[src/frp_pkg.sv]
package frp_pkg;

  localparam int MAX_RECTS = 256;
  localparam int SLOT_W    = (MAX_RECTS > 1) ? $clog2(MAX_RECTS) : 1;
  localparam int CNT_W     = $clog2(MAX_RECTS + 1);
  localparam int COORD_W   = 13;
  localparam int SIZE_W    = 14;
  localparam int GAP_W     = 8;
  localparam int POS_W     = 15;
  localparam int INDEX_W   = 8;

  localparam logic [SIZE_W-1:0] ATLAS_LIMIT = 14'd8192;

  typedef enum logic [1:0] {
    STAT_PLACED  = 2'd0,
    STAT_NO_ROOM = 2'd1,
    STAT_FULL    = 2'd2,
    STAT_CLEARED = 2'd3
  } status_t;

  typedef enum logic {
    OP_PLACE = 1'b0,
    OP_CLEAR = 1'b1
  } op_t;

  typedef enum logic [1:0] {
    REG_ATLAS_W = 2'd0,
    REG_ATLAS_H = 2'd1,
    REG_BORDER  = 2'd2,
    REG_PADDING = 2'd3
  } reg_idx_t;

  typedef enum logic {
    ST_IDLE = 1'b0,
    ST_SCAN = 1'b1
  } state_t;

  typedef struct packed {
    logic [COORD_W-1:0] left;
    logic [COORD_W-1:0] top;
    logic [COORD_W-1:0] right;
    logic [COORD_W-1:0] bottom;
  } rect_t;

  // candidate moving down the cell chain
  typedef struct packed {
    logic               valid;
    rect_t              box;
    logic               hit;
    logic [COORD_W-1:0] hit_w;
  } token_t;

  typedef struct packed {
    logic              en;
    logic [SLOT_W-1:0] slot;
    rect_t             box;
  } store_wr_t;

endpackage

[src/frp_ctrl.sv]
module frp_ctrl (
  input  logic                          clk,
  input  logic                          rst,
  input  logic                          start,
  input  logic                          op,
  input  logic [frp_pkg::SIZE_W-1:0]    rect_width,
  input  logic [frp_pkg::SIZE_W-1:0]    rect_height,
  input  logic [frp_pkg::SIZE_W-1:0]    atlas_width,
  input  logic [frp_pkg::SIZE_W-1:0]    atlas_height,
  input  logic [frp_pkg::GAP_W-1:0]     border_width,
  input  logic [frp_pkg::GAP_W-1:0]     padding_gap,
  output logic                          busy,
  output logic                          done,
  output logic [1:0]                    status,
  output logic [frp_pkg::COORD_W-1:0]   place_left,
  output logic [frp_pkg::COORD_W-1:0]   place_top,
  output logic [frp_pkg::INDEX_W-1:0]   entry_index,
  output logic [frp_pkg::CNT_W-1:0]     count,
  output frp_pkg::store_wr_t            wr,
  output frp_pkg::token_t               launch_tok,
  input  frp_pkg::token_t               exit_tok
);
  import frp_pkg::*;

  state_t              state, state_next;
  logic [CNT_W-1:0]    count_next;
  logic [POS_W-1:0]    cur_x, cur_x_next;
  logic [SIZE_W-1:0]   cur_y, cur_y_next;
  logic [SIZE_W-1:0]   xlim, xlim_next;
  logic [SIZE_W-1:0]   ylim, ylim_next;
  logic [SIZE_W-1:0]   rw, rw_next;
  logic [SIZE_W-1:0]   rh, rh_next;
  logic                launch, launch_next;
  logic                done_next;
  status_t             status_next;
  logic [COORD_W-1:0]  place_left_next;
  logic [COORD_W-1:0]  place_top_next;
  logic [INDEX_W-1:0]  entry_index_next;

  logic [SIZE_W-1:0]   aw_c;
  logic [SIZE_W-1:0]   ah_c;
  logic [15:0]         xlim_s;
  logic [15:0]         ylim_s;
  logic                fits_x;
  logic                fits_y;
  logic [POS_W-1:0]    nx;
  logic [SIZE_W-1:0]   ny;

  assign busy = (state != ST_IDLE);

  always_comb begin
    launch_tok.valid  = launch;
    launch_tok.box.left   = cur_x[COORD_W-1:0];
    launch_tok.box.top    = cur_y[COORD_W-1:0];
    launch_tok.box.right  = cur_x[COORD_W-1:0] + rw[COORD_W-1:0];
    launch_tok.box.bottom = cur_y[COORD_W-1:0] + rh[COORD_W-1:0];
    launch_tok.hit    = 1'b0;
    launch_tok.hit_w  = '0;
  end

  always_comb begin
    aw_c   = (atlas_width > ATLAS_LIMIT) ? ATLAS_LIMIT : atlas_width;
    ah_c   = (atlas_height > ATLAS_LIMIT) ? ATLAS_LIMIT : atlas_height;
    xlim_s = {2'b00, aw_c} - {2'b00, rect_width} - {8'b0, border_width};
    ylim_s = {2'b00, ah_c} - {2'b00, rect_height} - {8'b0, border_width};
    fits_x = $signed(xlim_s) > $signed({8'b0, border_width});
    fits_y = $signed(ylim_s) > $signed({8'b0, border_width});
    // step right by the clashing box's width plus the padding gap
    nx = cur_x + POS_W'(exit_tok.hit_w) + POS_W'(padding_gap);
    ny = cur_y + SIZE_W'(1);

    state_next       = state;
    count_next       = count;
    cur_x_next       = cur_x;
    cur_y_next       = cur_y;
    xlim_next        = xlim;
    ylim_next        = ylim;
    rw_next          = rw;
    rh_next          = rh;
    launch_next      = 1'b0;
    done_next        = 1'b0;
    status_next      = STAT_PLACED;
    place_left_next  = '0;
    place_top_next   = '0;
    entry_index_next = '0;
    wr               = '0;

    case (state)
      ST_IDLE: begin
        if (start) begin
          if (op_t'(op) == OP_CLEAR) begin
            count_next  = '0;
            done_next   = 1'b1;
            status_next = STAT_CLEARED;
          end else if (count >= CNT_W'(MAX_RECTS)) begin
            done_next   = 1'b1;
            status_next = STAT_FULL;
          end else if (rect_width == '0 || rect_height == '0 || !fits_x || !fits_y) begin
            done_next   = 1'b1;
            status_next = STAT_NO_ROOM;
          end else begin
            cur_x_next  = POS_W'(border_width);
            cur_y_next  = SIZE_W'(border_width);
            xlim_next   = xlim_s[SIZE_W-1:0];
            ylim_next   = ylim_s[SIZE_W-1:0];
            rw_next     = rect_width;
            rh_next     = rect_height;
            launch_next = 1'b1;
            state_next  = ST_SCAN;
          end
        end
      end
      ST_SCAN: begin
        if (exit_tok.valid) begin
          if (!exit_tok.hit) begin
            wr.en            = 1'b1;
            wr.slot          = count[SLOT_W-1:0];
            wr.box           = exit_tok.box;
            count_next       = count + CNT_W'(1);
            done_next        = 1'b1;
            status_next      = STAT_PLACED;
            place_left_next  = exit_tok.box.left;
            place_top_next   = exit_tok.box.top;
            entry_index_next = INDEX_W'(count);
            state_next       = ST_IDLE;
          end else if (nx >= {1'b0, xlim}) begin
            if (ny >= ylim) begin
              done_next   = 1'b1;
              status_next = STAT_NO_ROOM;
              state_next  = ST_IDLE;
            end else begin
              // advance to the next row
              cur_x_next  = POS_W'(border_width);
              cur_y_next  = ny;
              launch_next = 1'b1;
            end
          end else begin
            cur_x_next  = nx;
            launch_next = 1'b1;
          end
        end
      end
      default: begin
        state_next = ST_IDLE;
      end
    endcase
  end

  always_ff @(posedge clk) begin
    if (rst) begin
      state  <= ST_IDLE;
      count  <= '0;
      launch <= 1'b0;
      done   <= 1'b0;
    end else begin
      state  <= state_next;
      count  <= count_next;
      launch <= launch_next;
      done   <= done_next;
    end
  end

  always_ff @(posedge clk) begin
    cur_x       <= cur_x_next;
    cur_y       <= cur_y_next;
    xlim        <= xlim_next;
    ylim        <= ylim_next;
    rw          <= rw_next;
    rh          <= rh_next;
    status      <= status_next;
    place_left  <= place_left_next;
    place_top   <= place_top_next;
    entry_index <= entry_index_next;
  end

  a_done_idle: assert property (@(posedge clk) disable iff (rst)
    done |-> state == ST_IDLE)
    else $error("result strobe while scanning");

  a_count_max: assert property (@(posedge clk) disable iff (rst)
    count <= CNT_W'(MAX_RECTS))
    else $error("store count beyond capacity");

  a_launch_once: assert property (@(posedge clk) disable iff (rst)
    launch |=> !launch)
    else $error("candidate launched on consecutive cycles");

  a_place_count: assert property (@(posedge clk) disable iff (rst)
    (done && status == STAT_PLACED) |-> count == CNT_W'($past(count) + 1'b1))
    else $error("placement without store count increment");

  a_wr_scan: assert property (@(posedge clk) disable iff (rst)
    wr.en |-> (state == ST_SCAN && exit_tok.valid))
    else $error("store write outside a scan");

endmodule

[config.mk]
export PLATFORM = sky130hd
export DESIGN_NAME = frp_ctrl
export DESIGN_NICKNAME = d
export VERILOG_FILES = /design/src/frp_pkg.sv /design/src/frp_ctrl.sv
export SDC_FILE = /design/constraint.sdc
export NUM_CORES = 1
export LEC_CHECK = 0
export ABC_AREA = 1
export BUFFER_PORTS_ARGS = -buffer_cell sky130_fd_sc_hd__buf_4
export CAP_MARGIN = 40
export CELL_PAD_IN_SITES_DETAIL_PLACEMENT = 1
export CELL_PAD_IN_SITES_GLOBAL_PLACEMENT = 1
export CORE_MARGIN = 5
export CORE_UTILIZATION = 38
export CTS_CLUSTER_DIAMETER = 150
export DETAILED_ROUTE_END_ITERATION = 10
export PLACE_DENSITY_LB_ADDON = 0.3
export SYNTH_ARGS = -nofsm -noshare
export SYNTH_HDL_FRONTEND = slang
export SYNTH_SLANG_ARGS = --single-unit
export TNS_END_PERCENT = 5
[constraint.sdc]
create_clock -name clk -period 6.7 [get_ports clk]
set_clock_uncertainty 0.2 [all_clocks]
set_input_delay 0.67 -clock clk [delete_from_list [all_inputs] [get_ports clk]]
set_output_delay 0.67 -clock clk [all_outputs]
set_load 0.02 [all_outputs]
=== After elaboration in Yosys (flattened, before gate mapping) ===
Cells that the tools add are included.
Widths: inputs -> output; s select.

* Flip-flop bits (word level): 131
* Bits in latches: 0
* RAM bits: 0
* Bits in read-only memories: 0
* Output and inout port bits: 175
* Logic and storage cells: 116
* Memories kept: 0

* $add $sub $neg: 10
* Multiply operators: 0
* Divide/modulo/power cells: 0
* Order comparisons: 7
* Equal/unequal tests: 11
* Shifts and indexed selects: 0
* Muxes and demuxes: 57
* Bitwise gates (word level): 5
* Reduce and logical (&&, ||, !) cells: 12

{| class="wikitable"
|+ Operator list
! kind !! number
|-
| $mux 61 || 3
|-
| $mux 14 || 10
|-
| $mux 15 || 8
|-
| $mux 9 || 4
|-
| $gt 16x9->1 || 2
|-
| $sub 15x9->16 || 2
|-
| $pmux 15 s2 || 1
|-
| $sub 14x14->15 || 2
|-
| $gt 14x14->1 const B || 2
|-
| $logic_not 14->1 || 2
|-
| $pmux 14 s2 || 1
|-
| $add 13x13->13 || 2
|-
| $mux 1 || 22
|-
| $ne 2x2->1 const B || 9
|-
| $pmux 9 s2 || 1
|-
| $add 15x13->15 || 1
|-
| $add 15x8->15 || 1
|-
| $ge 15x14->1 || 1
|-
| $add 14x1->14 const B || 1
|-
| $ge 14x14->1 || 1
|-
| $add 9x1->9 const B || 1
|-
| $ge 9x9->1 const B || 1
|-
| $reduce_and 8->1 || 1
|-
| $reduce_and 7->1 || 1
|-
| other kinds (11) || 22
|}

=== Logic depth before layout (Yosys ltp) ===
Gate-level depths: netlist of run 1.

* Depth in word-level cells: 13
* Gate-level depth with buffers: 33
* Depth with buffers taken out: 33

=== Worst setup path after synthesis of run 1 ===
Ideal clock, no wire load.

* Path type: input to register
* From: in atlas_width[6] (netlist bit)
* To: reg cur_x[0] (enable)
* Data arrival time: 5538 ps
* Slack: 603 ps
* Stages on the path: 32
* Cells stage by stage: nor4_1 > nand4_1 > nand2_1 > nand2_1 > ha_1 > fa_1 > inv_1 > nand2_1 > nand2_1 > nand2_1 > o21ai_0 > xor2_1 > ha_1 > a21oi_1 > o21a_1 > nand2_1 > or2_2 > nand2_1 > inv_1 > ha_1 > nand4_1 > a21oi_1 > nor3_1 > nor2_1 > nor2_1 > nand3_1 > nor2_1 > nand3_2 > nand4_4 > nor2_4 > nor2_2 > inv_1

* Cells in the longest elaborated chain, start to end: 10

{| class="wikitable"
|+ Ends and longest elaborated chain
! item !! line !! text
|-
| from (decl) || frp_ctrl.sv:8 || <nowiki>input logic [frp_pkg::SIZE_W-1:0] atlas_width,</nowiki>
|-
| $gt 14x14->1 || frp_ctrl.sv:62 || <nowiki>aw_c = (atlas_width > ATLAS_LIMIT) ? ATLAS_LIMIT : atlas_width;</nowiki>
|-
| $mux 14 (*) || frp_ctrl.sv:62 ||
|-
| $sub 14x14->15 (*) || frp_ctrl.sv:64 || <nowiki>xlim_s = {2'b00, aw_c} - {2'b00, rect_width} - {8'b0, border_width};</nowiki>
|-
| $sub 15x9->16 (*) || frp_ctrl.sv:64 ||
|-
| via xlim_s[7] || frp_ctrl.sv:42 || <nowiki>logic [15:0] xlim_s;</nowiki>
|-
| $gt 16x9->1 (*) || frp_ctrl.sv:66 || <nowiki>fits_x = $signed(xlim_s) > $signed({8'b0, border_width});</nowiki>
|-
| $logic_not 1->1 (*) || frp_ctrl.sv:98 || <nowiki>end else if (rect_width == '0 || rect_height == '0 || !fits_x || !fits_y) begin</nowiki>
|-
| $logic_or 1x1->1 (*) (2 in a row) || frp_ctrl.sv:98 ||
|-
| $ne 2x2->1 (no source line) (*) || -- ||
|-
| $reduce_and 7->1 (no source line) (*) || -- ||
|-
| to (signal assigned) || frp_ctrl.sv:164 || <nowiki>cur_x <= cur_x_next;</nowiki>
|-
| to (decl) || frp_ctrl.sv:27 || <nowiki>logic [POS_W-1:0] cur_x, cur_x_next;</nowiki>
|}

Mark *: on every way through the listed nets, which the timed path passes. The rest lies on a longest branch.
A chain may end at the register's enable or synchronous reset.

=== Worst setup path after layout of run 1 ===
* From: in atlas_width[2] (netlist bit)
* To: reg cur_y[10] (enable)

* Cells in the longest elaborated chain, start to end: 10

{| class="wikitable"
|+ Ends and longest elaborated chain
! item !! line !! text
|-
| $gt 14x14->1 || frp_ctrl.sv:62 ||
|-
| $mux 14 (*) || frp_ctrl.sv:62 ||
|-
| $sub 14x14->15 (*) || frp_ctrl.sv:64 ||
|-
| $sub 15x9->16 (*) || frp_ctrl.sv:64 ||
|-
| via xlim_s[7] || frp_ctrl.sv:42 ||
|-
| $gt 16x9->1 (*) || frp_ctrl.sv:66 ||
|-
| $logic_not 1->1 (*) || frp_ctrl.sv:98 ||
|-
| $logic_or 1x1->1 (*) (2 in a row) || frp_ctrl.sv:98 ||
|-
| $ne 2x2->1 (no source line) (*) || -- ||
|-
| $reduce_and 8->1 (no source line) (*) || -- ||
|-
| to (signal assigned) || frp_ctrl.sv:165 || <nowiki>cur_y <= cur_y_next;</nowiki>
|-
| to (decl) || frp_ctrl.sv:28 || <nowiki>logic [SIZE_W-1:0] cur_y, cur_y_next;</nowiki>
|}

Marked as above.

==> flow_summary.ini, run 1 <==
[run_status]
status = complete, no violations

[timing]
fin_setup_tns_ns = 0
fmax_mhz = 165.3
report.final.hold_viol_count = 0
finalWorstSetupSlack_ns = 0.6486
fin_crit_sh_pct = 90.32
max-slew-margin-rel_pct = 44.40
setup_violations = 0
drv_slew = 0
worst_pin_slew_ns = 0.8340
rsz0062_at_grt = false
min_period_ns = 6.051

[yosys]
synth_most_common_cell = inv_1
synth_edf_count = 83
async_flop_share_pct = 0
synth-warning-count = 0
avgSynthCellArea_um2 = 7.397
netlist_top_cells_count = 301 x inv_1, 270 x nand2_1, 217 x nor2_1
ys_seq_area_share_pct = 30.55
yosysUniqueCellTypes = 48
synth_ff_type = edfxtp_1
yosysTopAreaCellShare_pct = 22.05
netlist_area_um2 = 11300
yosysTopAreaCell = edfxtp_1
synth_area_leaders = edfxtp_1 22%, ha_1 15%, inv_1 10%
syn_inst = 1528
ys_ff_latch = 131

[routing]
ant_nets = 0
vias = 10890
wl_per_cell_um = 18.39
drc = 0
drtIter0Drc = 443
dr.pass1.iters = 4
totalWireLength_um = 40740
viasPerCell = 4.916

[pwr]
p_leak_uw = 0.007629
power_uw = 2784
ir_drop_uv = 161.2
power_density_nw_per_um2 = 193.7

[run]
cap_violations = 0

[placed_design]
gp_congestion = 0.8986
postPlaceCellArea_um2 = 13780
dp_hpwl_um = 34820
pre_cts_ws_ns = 0.1983
dp.cells = 2183
numPortBuffers = 303

[clock_network]
htreeDepth = 4
cts_resized = 0
numCtsBuffers = 17
clock_sinks = 131
cts.hold.buffers_added = 0
clk_latency_ns = 0.42
cts_tree = built
cts_buffer_depth = 2
path_clk_slew_ns = 0.07
cts-root-buf = clkbuf_16
cts_setup_buffers = 0

[worst_setup_path]
worst-r2r-cell-count = 22
crit_type = input pin to register
cp_slowest_cell = nor2_1
r2r-start = cur_x[1]
worst_ep_arrival_time_ns = 5.98
setup.worst_path.start_class = input pin
critical_path.max_stage_delay_ns = 0.56
crit_required_ns = 6.63
endpoint = cur_y[10]
r2r-end = cur_y[10]
rrSetupSlack_ns = 1.31
crit_fanout = 10
cpMostUsedCell = nor2_1
crit_start = atlas_width[2]
cp-end-kind = register

[floorplan]
die_w_um = 182.5
core-area_um2 = 29480
ioPinCount = 318
fp-row-count = 63
initial_core_util_pct = 38.34
die_h_um = 182.5
die-area_um2 = 33300

[layout]
stdcell_count = 2215
diodes = 0
drive_gt1_share_pct = 21.10
nets = 2105
syn2layout_area_growth_pct = 27.20
finalInstanceArea_um2 = 14380

[global_route]
grt_antenna_before_repair = 0
grt_pass1_wl_um = 62430
grt_usage_pct = 23.78
grt_pass1_vias = 11510
grt_max_degree = 86
overflow = 0

[min_path]
hold_path.class = input pin to register
## critical path: cells and delay by family
family,cells,cell delay (ns)
adder cells (fa/ha/maj),3,0.95
buffers and inverters,4,0.62
AND/OR/NAND/NOR,20,2.99
XOR/XNOR,1,0.16
AO/OA/AOI/OAI,4,0.57
## cell type report
class / count / area [um2]
flip-flops and latches: 131 / 3453
clock buffers: 22 / 518.0
repair buffers: 306 / 2301
fillers: 3755 / 15100
multi-input cells: 1046 / 6374
inverters: 310 / 1164
well taps: 390 / 488.0
clock inverters: 10 / 80.08
## worst min-delay path by stage
stage / start / endpoint / cells past startpoint
floorplan: count[4] / entry_index[4] / 2
global placement: count[6] / count[7] / 2
detailed placement: count[6] / count[7] / 2
CTS: rect_height[10] / rh[10] / 1
global route: rect_height[10] / rh[10] / 1
finish: rect_height[10] / rh[10] / 1
## flip-flops by register name, indices dropped and copies added (netlist names)
signal       flops
busy             1
count            9
cur_x           15
cur_y           14
done             1
entry_index      8
launch           1
place_left      13
place_top       13
rh              13
rw              13
status           2
xlim            14
ylim            14
## power by group
| group | total, uW | switching (uW) | internal, uW | leakage, uW |
|---|---|---|---|---|
| sequential | 901 | 9.82 | 891 | 0.00114 |
| clock | 936 | 379 | 557 | 0.000298 |
| combinational | 948 | 587 | 360 | 0.00619 |
## per-layer routing
layer / track usage, % / share of wire (%) / wire length (um)
met1: 26.47 / 39 / 15860
met2: 46.13 / 54 / 21950
met3: 3.548 / 4.5 / 1849
met4: 7.325 / 2.6 / 1075
met5: 0 / 0 / 0
## metrics by stage
stage,hold WS (ns),util [%]
after floorplan,0.3526,-
final,0.2280,48.77
after detailed placement,0.3240,46.74
after global routing,0.2100,48.77
after global placement,0.3177,46.70
after CTS,0.2102,48.77
## placed cells by master (no fill, tap or decap), drive strengths merged
cell / count
edfxtp: 83
a211oi: 2
nor2: 227
o211ai: 3
clkinv: 7
nand3b: 4
xnor2: 24
o21ai: 47
fa: 15
nand4: 31
a21boi: 1
conb: 15
nor4: 11
dfxtp: 48
buf: 306
nor3: 19
o21bai: 9
o21a: 2
ha: 135
a21oi: 89
a21o: 2
nand2: 287
o221ai: 2
nand3: 64
or2: 2
xor2: 47
and3: 2
inv: 313
and2: 1
a31oi: 4
clkbuf: 22
nor3b: 1
## kinds of logic after synthesis
group,share of synthesized area (%)
DFF,30.55
xor gates and xnor gates,5.568
and+or+nand+nor,24.96
other,0.03318
AOI/OAI and AO/OA,7.759
adders and majority gates,17.60
buffers and inverters,13.53
Power figures use the tool's default switching activity.
==> run 2: changes to the inputs <==
Settings changed: REMOVE_ABC_BUFFERS set to 1.
==> run 2 against run 1 <==
  * Die area is the same
  * Non-clock buffer count rose by 2
  * Combinational power is 0.5% lower
  * Setup slack worse by 0.070 ns
  * Critical endpoint is now cur_y[12]
  * Largest power group is now the clock network
==> flow_summary.ini, run 2 (same netlist as run 1, synthesis figures left out) <==
[min_path]
worstHoldPathCells = 1
min-delay-start = rect_height[9]
min_to = rh[9]
hold_path.class = input pin to register

[floorplan]
ioPinCount = 318
core-area_um2 = 29480
die-area_um2 = 33300
die_w_um = 182.5
die_h_um = 182.5
initial_core_util_pct = 38.34
fp-row-count = 63

[placed_design]
postPlaceCellArea_um2 = 13820
dp_hpwl_um = 32740
gp_congestion = 0.8657
numPortBuffers = 303

[worst_setup_path]
r2r-end = cur_y[12]
rrSetupSlack_ns = 1.40
critical_path.max_stage_delay_ns = 0.46
worst-r2r-cell-count = 21
worst_ep_arrival_time_ns = 6.05
cpMostUsedCell = nand2_1
setup.worst_path.start_class = input pin
cp-end-kind = register
r2r-start = cur_x[3]
cp_slowest_cell = nor2_1
crit_fanout = 8
crit_type = input pin to register
crit_required_ns = 6.63

[layout]
diodes = 0
final_common_cell = buf_4
largest_reg_flops = 15
syn2layout_area_growth_pct = 28.08
finalInstanceArea_um2 = 14480
fillers = 3756
drive_gt1_share_pct = 21.24
largest_register = cur_x
nets = 2107
final_cell_mix = 306 x buf_4, 300 x inv_1, 270 x nand2_1

[routing]
dr.pass1.iters = 5
drc = 0
ant_nets = 0
totalWireLength_um = 38790
drtIter0Drc = 473
vias = 10790
viasPerCell = 4.866
wl_per_cell_um = 17.49

[clock_network]
numCtsBuffers = 17
htreeDepth = 4
cts_buffer_depth = 2
cts_resized = 0
clock_sinks = 131
path_clk_slew_ns = 0.06
cts-root-buf = clkbuf_16
cts.hold.buffers_added = 0
cts_setup_buffers = 0
clk_latency_ns = 0.42
cts_tree = built

[timing]
fin_setup_tns_ns = 0
hold_slack_ns = 0.2485
report.final.hold_viol_count = 0
setup_violations = 0
fmax_mhz = 163.4
rsz0062_at_grt = false
worst_pin_slew_ns = 0.6444
max-slew-margin-rel_pct = 56.99
drv_slew = 0
fin_crit_sh_pct = 91.37
min_period_ns = 6.122

[global_route]
grt_antenna_before_repair = 0
overflow = 0
grt_usage_pct = 22.83
grt_max_degree = 87
grt_pass1_wl_um = 60910
grt_pass1_vias = 11360

[run_status]
status = complete, no violations

[run]
cap_violations = 0

[pwr]
internal_power_uw = 1896
power_density_nw_per_um2 = 197.0
combPwrFrac_pct = 33.0
p_seq_share_pct = 31.6
pwr-share-clk_pct = 35.4
power.switching_uw = 956.5
power_uw = 2853
p_leak_uw = 0.007680
ir_drop_uv = 132.7
swShare_pct = 33.53
==> run 2: power groups by stage <==
stage / Combinational [uW] / Sequential, uW / Clock [uW]
detailed placement: 936 / 918 / 0
global placement: 889 / 918 / 0
global route: 1060 / 902 / 1060
finish: 943 / 901 / 1010
CTS: 949 / 901 / 1020
floorplan: 619 / 922 / 0
==> run 2: metrics by stage <==
| stage | worst slack [ns] | utilization [%] | std cells |
|---|---|---|---|
| global placement | 0.2267 | 46.77 | 2183 |
| CTS | 0.5245 | 49.11 | 2217 |
| detailed placement | 0.1041 | 46.89 | 2185 |
| finish | 0.5783 | 49.11 | 2217 |
| floorplan | 0.6025 | - | 1487 |
| global route | 0.1163 | 49.11 | 2217 |
==> run 2: area by class of cell <==
cell class	count	area [um2]	share of cell area, %
flip-flops and latches	131	3453	23.85
repair buffers	308	2345	16.20
inverters	310	1164	8.037
clock inverters	7	73.82	0.5099
well taps	390	488.0	3.371
clock buffers	25	580.6	4.010
multi-input cells	1046	6374	44.02
==> run 2: worst max-delay path by stage <==
stage                        start        end  slack [ns]  cells past startpoint
finish              atlas_width[2]  cur_y[12]        0.58                     34
global route        atlas_width[2]  cur_y[10]        0.12                     34
global placement    atlas_width[2]   cur_y[7]        0.23                     33
detailed placement  atlas_width[2]   cur_y[7]        0.10                     34
floorplan           atlas_width[6]   cur_x[0]        0.60                     32
CTS                 atlas_width[2]   cur_y[8]        0.52                     34
==> run 2: routing by layer <==
layer,global-route usage (%),routed length (um)
met1,26.46,15750
met2,44.27,20940
met3,2.551,1430
met4,5.824,664
met5,0,0
==> run 2: worst max-delay path: cells and delay by family <==
family | cells | cell delay, ns
xor gates and xnor gates | 1 | 0.19
AOI/OAI and AO/OA | 4 | 0.67
and+or+nand+nor | 21 | 2.71
adders and majority gates | 4 | 1.26
buffers and inverters | 4 | 0.53
